### src/rtl/assert_macros.svh
// assertion helpers shared by the rtl
`ifndef ASSERT_MACROS_SVH
`define ASSERT_MACROS_SVH

// property checked on a given clock, ignored while the reset is asserted
`define CGM_ASSERT_CLK(lbl, clk, rst_n, prop, msg) \
  lbl: assert property (@(posedge clk) disable iff (!rst_n) prop) else $error(msg);

// same, on the block clock and reset
`define CGM_ASSERT(lbl, prop, msg) \
  `CGM_ASSERT_CLK(lbl, clk_i, rst_ni, prop, msg)

`endif

### src/rtl/cgm_pkg.sv
package cgm_pkg;

  localparam int unsigned GAIN_W      = 8;
  localparam logic [GAIN_W-1:0] GAIN_UNITY = 8'd128;
  localparam int unsigned QUOT_BITS   = 7;
  localparam int unsigned CFG_IDX_W   = 3;
  localparam int unsigned QUEUE_DEPTH = 2;
  localparam logic [2:0] PART_FULL    = 3'd3;

  typedef enum logic [CFG_IDX_W-1:0] {
    REG_PART    = 3'd0,
    REG_TYPE    = 3'd1,
    REG_END     = 3'd2,
    REG_OUT_LEN = 3'd3,
    REG_IN_LEN  = 3'd4
  } cfg_reg_e;

  // how a gain is obtained for a header
  typedef enum logic [1:0] {
    GSEL_ZERO,
    GSEL_UNITY,
    GSEL_DIV
  } gsel_e;

  typedef struct packed {
    logic  is_hdr;
    logic  fade_in;
    gsel_e out_sel;
    gsel_e in_sel;
  } item_ctl_t;

  typedef enum logic [2:0] {
    ST_IDLE,
    ST_MIX,
    ST_DIV_OUT,
    ST_DIV_IN,
    ST_FIN
  } back_state_e;

endpackage

### src/rtl/crossfade_gain_mixer_top.sv
// sample request: multiplied into product registers, summed into the result register
// header request: 7-step shared restoring divider, run for the fade-out gain and then
// the fade-in gain, each only when needed; the back pops a request only when idle
// a 2-entry queue sits between the front and the back, the result register holds one
// reset (async, active low) clears config registers, both gains, queue and result valid
`include "assert_macros.svh"

module crossfade_gain_mixer_top #(
  parameter int SAMPLE_BITS = 16,
  parameter int FRAME_BITS  = 32,
  parameter int LEN_BITS    = 24,
  localparam int CfgW = (FRAME_BITS > LEN_BITS) ? FRAME_BITS : LEN_BITS
) (
  input  logic                            clk_i,
  input  logic                            rst_ni,
  input  logic                            cfg_we_i,
  input  logic [cgm_pkg::CFG_IDX_W-1:0]   cfg_idx_i,
  input  logic [CfgW-1:0]                 cfg_wdata_i,
  input  logic                            in_valid_i,
  output logic                            in_ready_o,
  input  logic                            func_i,
  input  logic signed [SAMPLE_BITS-1:0]   sample_a_i,
  input  logic signed [SAMPLE_BITS-1:0]   sample_b_i,
  input  logic [FRAME_BITS-1:0]           frame_a_i,
  input  logic [FRAME_BITS-1:0]           frame_b_i,
  input  logic [FRAME_BITS-1:0]           index_start_i,
  output logic                            out_valid_o,
  input  logic                            out_ready_i,
  output logic signed [SAMPLE_BITS-1:0]   mixed_sample_o,
  output logic [cgm_pkg::GAIN_W-1:0]      gain_first_o,
  output logic [cgm_pkg::GAIN_W-1:0]      gain_second_o
);

  import cgm_pkg::*;

  localparam int QW = $bits(item_ctl_t) + 2 * LEN_BITS + 2 * SAMPLE_BITS;

  item_ctl_t                    f_ctl, b_ctl;
  logic [LEN_BITS-1:0]          f_num_out, f_num_in, b_num_out, b_num_in;
  logic signed [SAMPLE_BITS-1:0] f_samp_a, f_samp_x, b_samp_a, b_samp_x;
  logic [LEN_BITS-1:0]          out_len, in_len;
  logic                         q_push, q_pop, q_full, q_valid;
  logic [QW-1:0]                q_wdata, q_rdata;

  cgm_front #(
    .SAMPLE_BITS(SAMPLE_BITS),
    .FRAME_BITS (FRAME_BITS),
    .LEN_BITS   (LEN_BITS)
  ) u_front (
    .clk_i        (clk_i),
    .rst_ni       (rst_ni),
    .cfg_we_i     (cfg_we_i),
    .cfg_idx_i    (cfg_idx_i),
    .cfg_wdata_i  (cfg_wdata_i),
    .in_valid_i   (in_valid_i),
    .in_ready_o   (in_ready_o),
    .func_i       (func_i),
    .sample_a_i   (sample_a_i),
    .sample_b_i   (sample_b_i),
    .frame_a_i    (frame_a_i),
    .frame_b_i    (frame_b_i),
    .index_start_i(index_start_i),
    .q_full_i     (q_full),
    .push_o       (q_push),
    .ctl_o        (f_ctl),
    .num_out_o    (f_num_out),
    .num_in_o     (f_num_in),
    .samp_a_o     (f_samp_a),
    .samp_x_o     (f_samp_x),
    .out_len_o    (out_len),
    .in_len_o     (in_len)
  );

  assign q_wdata = {f_ctl, f_num_out, f_num_in, f_samp_a, f_samp_x};
  assign {b_ctl, b_num_out, b_num_in, b_samp_a, b_samp_x} = q_rdata;

  cgm_fifo #(
    .DATA_W(QW),
    .DEPTH (QUEUE_DEPTH)
  ) u_queue (
    .clk_i  (clk_i),
    .rst_ni (rst_ni),
    .push_i (q_push),
    .data_i (q_wdata),
    .pop_i  (q_pop),
    .full_o (q_full),
    .valid_o(q_valid),
    .data_o (q_rdata)
  );

  cgm_back #(
    .SAMPLE_BITS(SAMPLE_BITS),
    .LEN_BITS   (LEN_BITS)
  ) u_back (
    .clk_i         (clk_i),
    .rst_ni        (rst_ni),
    .q_valid_i     (q_valid),
    .pop_o         (q_pop),
    .ctl_i         (b_ctl),
    .num_out_i     (b_num_out),
    .num_in_i      (b_num_in),
    .samp_a_i      (b_samp_a),
    .samp_x_i      (b_samp_x),
    .out_len_i     (out_len),
    .in_len_i      (in_len),
    .out_valid_o   (out_valid_o),
    .out_ready_i   (out_ready_i),
    .mixed_sample_o(mixed_sample_o),
    .gain_first_o  (gain_first_o),
    .gain_second_o (gain_second_o)
  );

  `CGM_ASSERT(a_gain_range, out_valid_o |-> (gain_first_o <= GAIN_UNITY && gain_second_o <= GAIN_UNITY), "gain above unity")
  `CGM_ASSERT(a_pop_nonempty, q_pop |-> q_valid, "pop from empty queue")
  `CGM_ASSERT(a_queue_kept, (q_valid && !q_pop) |=> q_valid, "queued request lost")

endmodule

### src/rtl/cgm_fifo.sv
module cgm_fifo #(
  parameter int DATA_W = 8,
  parameter int DEPTH  = 2
) (
  input  logic              clk_i,
  input  logic              rst_ni,
  input  logic              push_i,
  input  logic [DATA_W-1:0] data_i,
  input  logic              pop_i,
  output logic              full_o,
  output logic              valid_o,
  output logic [DATA_W-1:0] data_o
);

  localparam int PtrW = (DEPTH > 1) ? $clog2(DEPTH) : 1;
  localparam int CntW = $clog2(DEPTH + 1);

  logic [DATA_W-1:0] mem_q [DEPTH];
  logic [PtrW-1:0]   wptr_q, wptr_d, rptr_q, rptr_d;
  logic [CntW-1:0]   cnt_q, cnt_d;

  assign full_o  = (cnt_q == CntW'(DEPTH));
  assign valid_o = (cnt_q != '0);
  assign data_o  = mem_q[rptr_q];

  always_comb begin
    wptr_d = wptr_q;
    rptr_d = rptr_q;
    if (push_i) begin
      wptr_d = (wptr_q == PtrW'(DEPTH - 1)) ? '0 : wptr_q + 1'b1;
    end
    if (pop_i) begin
      rptr_d = (rptr_q == PtrW'(DEPTH - 1)) ? '0 : rptr_q + 1'b1;
    end
    unique case ({push_i, pop_i})
      2'b10:   cnt_d = cnt_q + 1'b1;
      2'b01:   cnt_d = cnt_q - 1'b1;
      default: cnt_d = cnt_q;
    endcase
  end

  always_ff @(posedge clk_i or negedge rst_ni) begin
    if (!rst_ni) begin
      wptr_q <= '0;
      rptr_q <= '0;
      cnt_q  <= '0;
    end else begin
      wptr_q <= wptr_d;
      rptr_q <= rptr_d;
      cnt_q  <= cnt_d;
    end
  end

  always_ff @(posedge clk_i) begin
    if (push_i) begin
      mem_q[wptr_q] <= data_i;
    end
  end

endmodule

### src/rtl/cgm_front.sv
module cgm_front #(
  parameter int SAMPLE_BITS = 16,
  parameter int FRAME_BITS  = 32,
  parameter int LEN_BITS    = 24,
  localparam int CfgW = (FRAME_BITS > LEN_BITS) ? FRAME_BITS : LEN_BITS
) (
  input  logic                            clk_i,
  input  logic                            rst_ni,
  input  logic                            cfg_we_i,
  input  logic [cgm_pkg::CFG_IDX_W-1:0]   cfg_idx_i,
  input  logic [CfgW-1:0]                 cfg_wdata_i,
  input  logic                            in_valid_i,
  output logic                            in_ready_o,
  input  logic                            func_i,
  input  logic signed [SAMPLE_BITS-1:0]   sample_a_i,
  input  logic signed [SAMPLE_BITS-1:0]   sample_b_i,
  input  logic [FRAME_BITS-1:0]           frame_a_i,
  input  logic [FRAME_BITS-1:0]           frame_b_i,
  input  logic [FRAME_BITS-1:0]           index_start_i,
  input  logic                            q_full_i,
  output logic                            push_o,
  output cgm_pkg::item_ctl_t              ctl_o,
  output logic [LEN_BITS-1:0]             num_out_o,
  output logic [LEN_BITS-1:0]             num_in_o,
  output logic signed [SAMPLE_BITS-1:0]   samp_a_o,
  output logic signed [SAMPLE_BITS-1:0]   samp_x_o,
  output logic [LEN_BITS-1:0]             out_len_o,
  output logic [LEN_BITS-1:0]             in_len_o
);

  import cgm_pkg::*;

  logic [2:0]            part_q;
  logic [1:0]            type_q;
  logic [FRAME_BITS-1:0] end_q;
  logic [LEN_BITS-1:0]   out_len_q, in_len_q;

  logic [FRAME_BITS-1:0] fr, span, pos;
  logic [CfgW-1:0]       span_ext, pos_ext, out_len_ext, in_len_ext;
  logic                  past_end;

  always_ff @(posedge clk_i or negedge rst_ni) begin
    if (!rst_ni) begin
      part_q    <= '0;
      type_q    <= '0;
      end_q     <= '0;
      out_len_q <= '0;
      in_len_q  <= '0;
    end else if (cfg_we_i) begin
      unique case (cfg_reg_e'(cfg_idx_i))
        REG_PART:    part_q    <= cfg_wdata_i[2:0];
        REG_TYPE:    type_q    <= cfg_wdata_i[1:0];
        REG_END:     end_q     <= cfg_wdata_i[FRAME_BITS-1:0];
        REG_OUT_LEN: out_len_q <= cfg_wdata_i[LEN_BITS-1:0];
        REG_IN_LEN:  in_len_q  <= cfg_wdata_i[LEN_BITS-1:0];
        default: ;
      endcase
    end
  end

  assign in_ready_o = !q_full_i;
  assign push_o     = in_valid_i && !q_full_i;
  assign out_len_o  = out_len_q;
  assign in_len_o   = in_len_q;

  always_comb begin
    fr          = part_q[2] ? frame_b_i : frame_a_i;
    past_end    = (end_q <= fr);
    span        = end_q - fr;
    pos         = frame_a_i - index_start_i;
    span_ext    = CfgW'(span);
    pos_ext     = CfgW'(pos);
    out_len_ext = CfgW'(out_len_q);
    in_len_ext  = CfgW'(in_len_q);

    ctl_o.is_hdr  = !func_i;
    ctl_o.fade_in = part_q[1];
    // distance at or beyond the length saturates at unity, a zero length included
    if (!part_q[0] || past_end) begin
      ctl_o.out_sel = GSEL_ZERO;
    end else if (!type_q[0] || (span_ext >= out_len_ext)) begin
      ctl_o.out_sel = GSEL_UNITY;
    end else begin
      ctl_o.out_sel = GSEL_DIV;
    end
    ctl_o.in_sel = (type_q[1] && (pos_ext < in_len_ext)) ? GSEL_DIV : GSEL_UNITY;

    num_out_o = span_ext[LEN_BITS-1:0];
    num_in_o  = pos_ext[LEN_BITS-1:0];
    samp_a_o  = sample_a_i;
    samp_x_o  = (part_q == PART_FULL) ? sample_b_i : sample_a_i;
  end

endmodule

### src/rtl/cgm_back.sv
module cgm_back #(
  parameter int SAMPLE_BITS = 16,
  parameter int LEN_BITS    = 24
) (
  input  logic                                clk_i,
  input  logic                                rst_ni,
  input  logic                                q_valid_i,
  output logic                                pop_o,
  input  cgm_pkg::item_ctl_t                  ctl_i,
  input  logic [LEN_BITS-1:0]                 num_out_i,
  input  logic [LEN_BITS-1:0]                 num_in_i,
  input  logic signed [SAMPLE_BITS-1:0]       samp_a_i,
  input  logic signed [SAMPLE_BITS-1:0]       samp_x_i,
  input  logic [LEN_BITS-1:0]                 out_len_i,
  input  logic [LEN_BITS-1:0]                 in_len_i,
  output logic                                out_valid_o,
  input  logic                                out_ready_i,
  output logic signed [SAMPLE_BITS-1:0]       mixed_sample_o,
  output logic [cgm_pkg::GAIN_W-1:0]          gain_first_o,
  output logic [cgm_pkg::GAIN_W-1:0]          gain_second_o
);

  import cgm_pkg::*;

  localparam int PW   = SAMPLE_BITS + GAIN_W + 1;
  localparam int TW   = PW - 7;
  localparam int SW   = TW + 1;
  localparam int CntW = $clog2(QUOT_BITS);
  localparam logic signed [SW-1:0] MaxV =
    {{(SW - SAMPLE_BITS + 1){1'b0}}, {(SAMPLE_BITS - 1){1'b1}}};
  localparam logic signed [SW-1:0] MinV = ~MaxV;

  back_state_e state_q, state_d;
  item_ctl_t   ctl_q, ctl_d;

  logic [LEN_BITS-1:0]    rem_q, rem_d, num_in_q, num_in_d;
  logic [QUOT_BITS-1:0]   quo_q, quo_d, quo_next;
  logic [CntW-1:0]        cnt_q, cnt_d;
  logic [GAIN_W-1:0]      g_out_q, g_out_d, g_in_q, g_in_d;
  logic [GAIN_W-1:0]      gain_one_q, gain_one_d, gain_two_q, gain_two_d;
  logic signed [PW-1:0]   prod1_q, prod1_d, prod2_q, prod2_d;
  logic                   out_valid_q, out_valid_d;
  logic signed [SAMPLE_BITS-1:0] out_mix_q, out_mix_d, sat;
  logic [GAIN_W-1:0]      out_g1_q, out_g1_d, out_g2_q, out_g2_d;

  logic                  out_free, div_last, step_ge, want_in;
  logic [LEN_BITS-1:0]   divisor, rem_next;
  logic [LEN_BITS:0]     rem_dbl;
  logic signed [TW-1:0]  t1, t2;
  logic signed [SW-1:0]  sum;

  assign out_free       = !out_valid_q || out_ready_i;
  assign pop_o          = (state_q == ST_IDLE) && q_valid_i;
  assign out_valid_o    = out_valid_q;
  assign mixed_sample_o = out_mix_q;
  assign gain_first_o   = out_g1_q;
  assign gain_second_o  = out_g2_q;

  // one restoring step of the shared divider, remainder stays below the divisor
  always_comb begin
    divisor  = (state_q == ST_DIV_IN) ? in_len_i : out_len_i;
    rem_dbl  = {rem_q, 1'b0};
    step_ge  = (rem_dbl >= {1'b0, divisor});
    rem_next = step_ge ? LEN_BITS'(rem_dbl - {1'b0, divisor}) : rem_dbl[LEN_BITS-1:0];
    quo_next = {quo_q[QUOT_BITS-2:0], step_ge};
    div_last = (cnt_q == CntW'(QUOT_BITS - 1));
    want_in  = ctl_q.fade_in && (ctl_q.in_sel == GSEL_DIV);
  end

  // truncate toward zero, add and clamp
  always_comb begin
    t1  = TW'(prod1_q >>> 7) + TW'(prod1_q[PW-1] && (|prod1_q[6:0]));
    t2  = TW'(prod2_q >>> 7) + TW'(prod2_q[PW-1] && (|prod2_q[6:0]));
    sum = SW'(t1) + SW'(t2);
    priority if (sum > MaxV) begin
      sat = MaxV[SAMPLE_BITS-1:0];
    end else if (sum < MinV) begin
      sat = MinV[SAMPLE_BITS-1:0];
    end else begin
      sat = sum[SAMPLE_BITS-1:0];
    end
  end

  always_comb begin
    state_d = state_q;
    unique case (state_q)
      ST_IDLE: begin
        if (q_valid_i) begin
          priority if (!ctl_i.is_hdr) begin
            state_d = ST_MIX;
          end else if (ctl_i.out_sel == GSEL_DIV) begin
            state_d = ST_DIV_OUT;
          end else if (ctl_i.fade_in && (ctl_i.in_sel == GSEL_DIV)) begin
            state_d = ST_DIV_IN;
          end else begin
            state_d = ST_FIN;
          end
        end
      end
      ST_MIX: begin
        if (out_free) state_d = ST_IDLE;
      end
      ST_DIV_OUT: begin
        if (div_last) state_d = want_in ? ST_DIV_IN : ST_FIN;
      end
      ST_DIV_IN: begin
        if (div_last) state_d = ST_FIN;
      end
      ST_FIN: begin
        if (out_free) state_d = ST_IDLE;
      end
      default: state_d = ST_IDLE;
    endcase
  end

  always_comb begin
    ctl_d       = ctl_q;
    rem_d       = rem_q;
    num_in_d    = num_in_q;
    quo_d       = quo_q;
    cnt_d       = cnt_q;
    g_out_d     = g_out_q;
    g_in_d      = g_in_q;
    gain_one_d  = gain_one_q;
    gain_two_d  = gain_two_q;
    prod1_d     = prod1_q;
    prod2_d     = prod2_q;
    out_valid_d = out_valid_q && !out_ready_i;
    out_mix_d   = out_mix_q;
    out_g1_d    = out_g1_q;
    out_g2_d    = out_g2_q;

    unique case (state_q)
      ST_IDLE: begin
        if (q_valid_i) begin
          ctl_d    = ctl_i;
          num_in_d = num_in_i;
          rem_d    = (ctl_i.out_sel == GSEL_DIV) ? num_out_i : num_in_i;
          quo_d    = '0;
          cnt_d    = '0;
          g_out_d  = (ctl_i.out_sel == GSEL_UNITY) ? GAIN_UNITY : '0;
          g_in_d   = GAIN_UNITY;
          prod1_d  = PW'(samp_a_i) * PW'($signed({1'b0, gain_one_q}));
          prod2_d  = PW'(samp_x_i) * PW'($signed({1'b0, gain_two_q}));
        end
      end
      ST_MIX: begin
        if (out_free) begin
          out_valid_d = 1'b1;
          out_mix_d   = sat;
          out_g1_d    = gain_one_q;
          out_g2_d    = gain_two_q;
        end
      end
      ST_DIV_OUT: begin
        rem_d = rem_next;
        quo_d = quo_next;
        cnt_d = cnt_q + 1'b1;
        if (div_last) begin
          g_out_d = {1'b0, quo_next};
          rem_d   = num_in_q;
          quo_d   = '0;
          cnt_d   = '0;
        end
      end
      ST_DIV_IN: begin
        rem_d = rem_next;
        quo_d = quo_next;
        cnt_d = cnt_q + 1'b1;
        if (div_last) begin
          g_in_d = {1'b0, quo_next};
        end
      end
      ST_FIN: begin
        if (out_free) begin
          gain_one_d  = ctl_q.fade_in ? g_in_q : g_out_q;
          gain_two_d  = ctl_q.fade_in ? g_out_q : '0;
          out_valid_d = 1'b1;
          out_mix_d   = '0;
          out_g1_d    = ctl_q.fade_in ? g_in_q : g_out_q;
          out_g2_d    = ctl_q.fade_in ? g_out_q : '0;
        end
      end
      default: ;
    endcase
  end

  always_ff @(posedge clk_i or negedge rst_ni) begin
    if (!rst_ni) begin
      state_q     <= ST_IDLE;
      cnt_q       <= '0;
      gain_one_q  <= '0;
      gain_two_q  <= '0;
      out_valid_q <= 1'b0;
    end else begin
      state_q     <= state_d;
      cnt_q       <= cnt_d;
      gain_one_q  <= gain_one_d;
      gain_two_q  <= gain_two_d;
      out_valid_q <= out_valid_d;
    end
  end

  always_ff @(posedge clk_i) begin
    ctl_q    <= ctl_d;
    rem_q    <= rem_d;
    num_in_q <= num_in_d;
    quo_q    <= quo_d;
    g_out_q  <= g_out_d;
    g_in_q   <= g_in_d;
    prod1_q  <= prod1_d;
    prod2_q  <= prod2_d;
    out_mix_q <= out_mix_d;
    out_g1_q <= out_g1_d;
    out_g2_q <= out_g2_d;
  end

endmodule
### config.mk
export PLATFORM = sky130hd
export DESIGN_NAME = crossfade_gain_mixer_top
export DESIGN_NICKNAME = d
export VERILOG_FILES = /design/src/rtl/cgm_pkg.sv /design/src/rtl/crossfade_gain_mixer_top.sv /design/src/rtl/cgm_fifo.sv /design/src/rtl/cgm_front.sv /design/src/rtl/cgm_back.sv
export VERILOG_INCLUDE_DIRS = /design/src /design/src/rtl
export SDC_FILE = /design/constraint.sdc
export NUM_CORES = 2
export LEC_CHECK = 0
export CELL_PAD_IN_SITES_DETAIL_PLACEMENT = 0
export CELL_PAD_IN_SITES_GLOBAL_PLACEMENT = 1
export CORE_AREA = 2 2 293 295
export DETAILED_ROUTE_END_ITERATION = 10
export DIE_AREA = 0 0 295 297
export DONT_BUFFER_PORTS = 1
export PLACE_DENSITY_LB_ADDON = 0.2
export SLEW_MARGIN = 20
export SYNTH_ARGS = -nofsm -noshare
export SYNTH_HDL_FRONTEND = slang
export SYNTH_SLANG_ARGS = --single-unit
export TNS_END_PERCENT = 10
### constraint.sdc
create_clock -name clk_i -period 18.5 [get_ports clk_i]
set_input_delay 2.775 -clock clk_i [delete_from_list [all_inputs] [get_ports clk_i]]
set_output_delay 2.775 -clock clk_i [all_outputs]
set_load 0.1 [all_outputs]
==> flow_summary.ini <==
[clock_network]
cts_root_buf = clkbuf_16
htreeDepth = 2
path_clk_slew_ns = 0.06
cts.path.max_buffers = 3
holdBufCountCts = 0
clock_sinks = 439
post_cts_resized = 0
post_cts_buffers = 0
clkLatencyLatePin_ns = 0.63
cts_tree = yes
cts_buffers = 51

[setup_path]
cpMaxStageDelayCell = or4_1
start_kind = input pin
path_class = input pin to register
cp_top_family = compound AO/OA/AOI/OAI gates
worstPathMaxFanout = 4
reg2reg_slack_ns = 12.03
end_kind = register
cp.required_ns = 18.85
path_cells = inv_1 > ha_1 > inv_1 > fa_1 > a211oi_2 > o211ai_1 > a32o_2 > a211oi_2 > nor3_1 > or2_1 > a21oi_1 > ha_1 > nor2b_1 > o21ai_0 > nand4b_1 > a21oi_1 > nand3_1 > a211o_1 > or4_1
rr_endpoint = u_back.prod1_q[24]$_DFFE_PP_
slowest_delay_ns = 0.55
critPathBufInv = 2
r2r_start = u_queue.rptr_q$_DFFE_PN0P_
worstPathArrival_ns = 7.37
r2r.worst_path.cells = 18

[final_layout]
num_antenna_cells = 0
num-fill-cells = 7993
drive_gt1_share_pct = 8.271
fin_nets = 3800
syn2layout_area_growth_pct = 9.028

[floorplanning]
die_w_um = 295
fp-row-count = 107
start_util_pct = 39.75
die_y_um = 297
die-area_um2 = 87620
num_io_pins = 203
core_um2 = 84480

[timing]
rsz0062_at_grt = false
hold_viol_final = 0
tightest_slew_ns = 1.115
finalCritPeriodShare_pct = 37.91
setup_tns_ns = 0
fin_crit_ns = 7.012
slew_headroom_pct = 25.69
finalSetupViolCount = 0
fmax_mhz = 142.6
drv_slew = 0
finalClockSkew_ns = 0.02986

[global_route]
grt_max_degree = 113
grtUsageTotal_pct = 19.38
grt_pass1_wl_mm = 133.1
grt_overflow_total = 0
grt_antenna_before_repair = 4
grt_pass1_vias = 23830

[yosys]
syn_inst = 3181
syn_area_per_cell_um2 = 10.56
ys_top_cells_by_count = 402 x inv_1, 327 x edfxtp_1, 267 x nand2_1
post-synth-top-count-cell = inv_1
synth_edf_count = 327
ys_seq_elements = 439
netlist_area_um2 = 33580
yosysUniqueCellTypes = 88
syn_nets = 3818
synthTopCellsByArea = edfxtp_1 29%, fa_1 12%, ha_1 9.7%, dfrtp_1 8.3%, inv_1 4.5%
yosys_warnings = 0
synth_top_cell_area_share_pct = 29.24
async_flop_share_pct = 25.51
ys.flop_type = edfxtp_1
synth_top_cell_by_area = edfxtp_1
ys_seq_area_share_pct = 37.59

[detailed_routing]
vias = 22660
viasPerCell = 5.213
drt_wl_total_mm = 84.40
antenna_left = 0
dr.first_iter.drc_count = 893
drc = 0
route.detailed.wl_per_inst_um = 19.41
dr.pass1.iters = 5

[min_path]
min_from = u_front.type_q[0]$_DFFE_PN0P_
hold_path_end = u_front.type_q[0]$_DFFE_PN0P_
whs_path_depth = 1
min_path_type = register to register

[job]
drv_cap = 0

[status]
status = finished clean

[place]
io_buffers = 0
detailed_place_hpwl_mm = 67.19
routabilityCongestion = 0.8905
==> how the worst max path moves through the flow <==
stage | end | start | slack, ns | depth (start not counted)
floorplan | u_queue.mem_q[0][0]$_DFFE_PP_ | in_valid_i | 11.46 | 2
global placement | u_queue.mem_q[0][80]$_DFFE_PP_ | frame_a_i[0] | 11.01 | 19
detailed placement | u_queue.mem_q[1][80]$_DFFE_PP_ | frame_a_i[0] | 10.93 | 19
CTS | u_queue.mem_q[1][80]$_DFFE_PP_ | frame_a_i[0] | 11.58 | 19
global route | u_queue.mem_q[0][80]$_DFFE_PP_ | frame_a_i[0] | 11.24 | 19
finish | u_queue.mem_q[1][80]$_DFFE_PP_ | frame_a_i[0] | 11.49 | 19
==> layer usage <==
layer / part of all wire [%] / up-vias / GRT usage (%)
li1: - / 10950 / -
met1: 43 / 11230 / 24.56
met2: 51 / 388 / 34.69
met3: 3.5 / 101 / 2.667
met4: 2.2 / 0 / 4.604
met5: 0 / - / 0
==> cells in the final DEF (no fill, tap or decap), types with 128 or more instances in the layout <==
cell      count
nand2_1     267
edfxtp_1    327
ha_1        260
nor2_1      134
and2_1      128
mux2_2      134
a21oi_1     146
inv_1       401
fa_1        208
o21ai_0     155
==> cell families after synthesis <==
group | Yosys count | share of synthesized area (%)
and+or+nand+nor | 812 | 12.01
AOI/OAI and AO/OA | 569 | 10.85
buffers and inverters | 492 | 5.597
adders and majority gates | 468 | 22.09
DFF | 439 | 37.59
muxes | 245 | 7.802
xor gates and xnor gates | 156 | 4.069
==> layout make-up <==
| type | instances | area (µm²) | area share (%) |
|---|---|---|---|
| Clock buffer | 65 | 1339 | 3.657 |
| Clock inverter | 29 | 441.7 | 1.206 |
| Inverter | 402 | 1510 | 4.125 |
| Multi-Input combinational cell | 2250 | 19120 | 52.22 |
| Sequential cell | 439 | 12630 | 34.49 |
| Tap cell | 1144 | 1431 | 3.910 |
| Timing Repair Buffer | 19 | 142.6 | 0.3896 |
==> stage by stage <==
step                      hold WS, ns  util [%]  cells  setup WS (ns)  area (µm²)
after floorplan                0.4603         -   3181          11.46       33580
after global placement         0.4946     41.23   4254          11.01       34830
after detailed placement       0.4922     41.23   4254          10.93       34830
after CTS                      0.5058     43.33   4348          11.58       36610
after global routing           0.5252     43.34   4348          11.24       36610
final                          0.5025     43.34   4348          11.49       36610
==> flip-flops by register name, indices dropped and copies added (netlist names), 3 cells and up <==
register,cells
u_back.cnt_q,3
u_back.gain_two_q,8
u_back.gain_one_q,8
u_back.ctl_q,3
u_back.g_out_q,8
u_back.prod1_q,25
u_back.num_in_q,24
u_front.out_len_o,24
u_front.part_q,3
u_back.gain_first_o,8
u_back.mixed_sample_o,16
u_back.prod2_q,25
u_back.state_q,3
u_back.quo_q,6
u_back.g_in_q,8
u_back.rem_q,24
u_front.in_len_o,24
u_front.end_q,32
u_back.gain_second_o,8
u_queue.mem_q,172
Power is not shown: default switching activity piles up to over one toggle a cycle in this logic, so the estimate is an artifact.
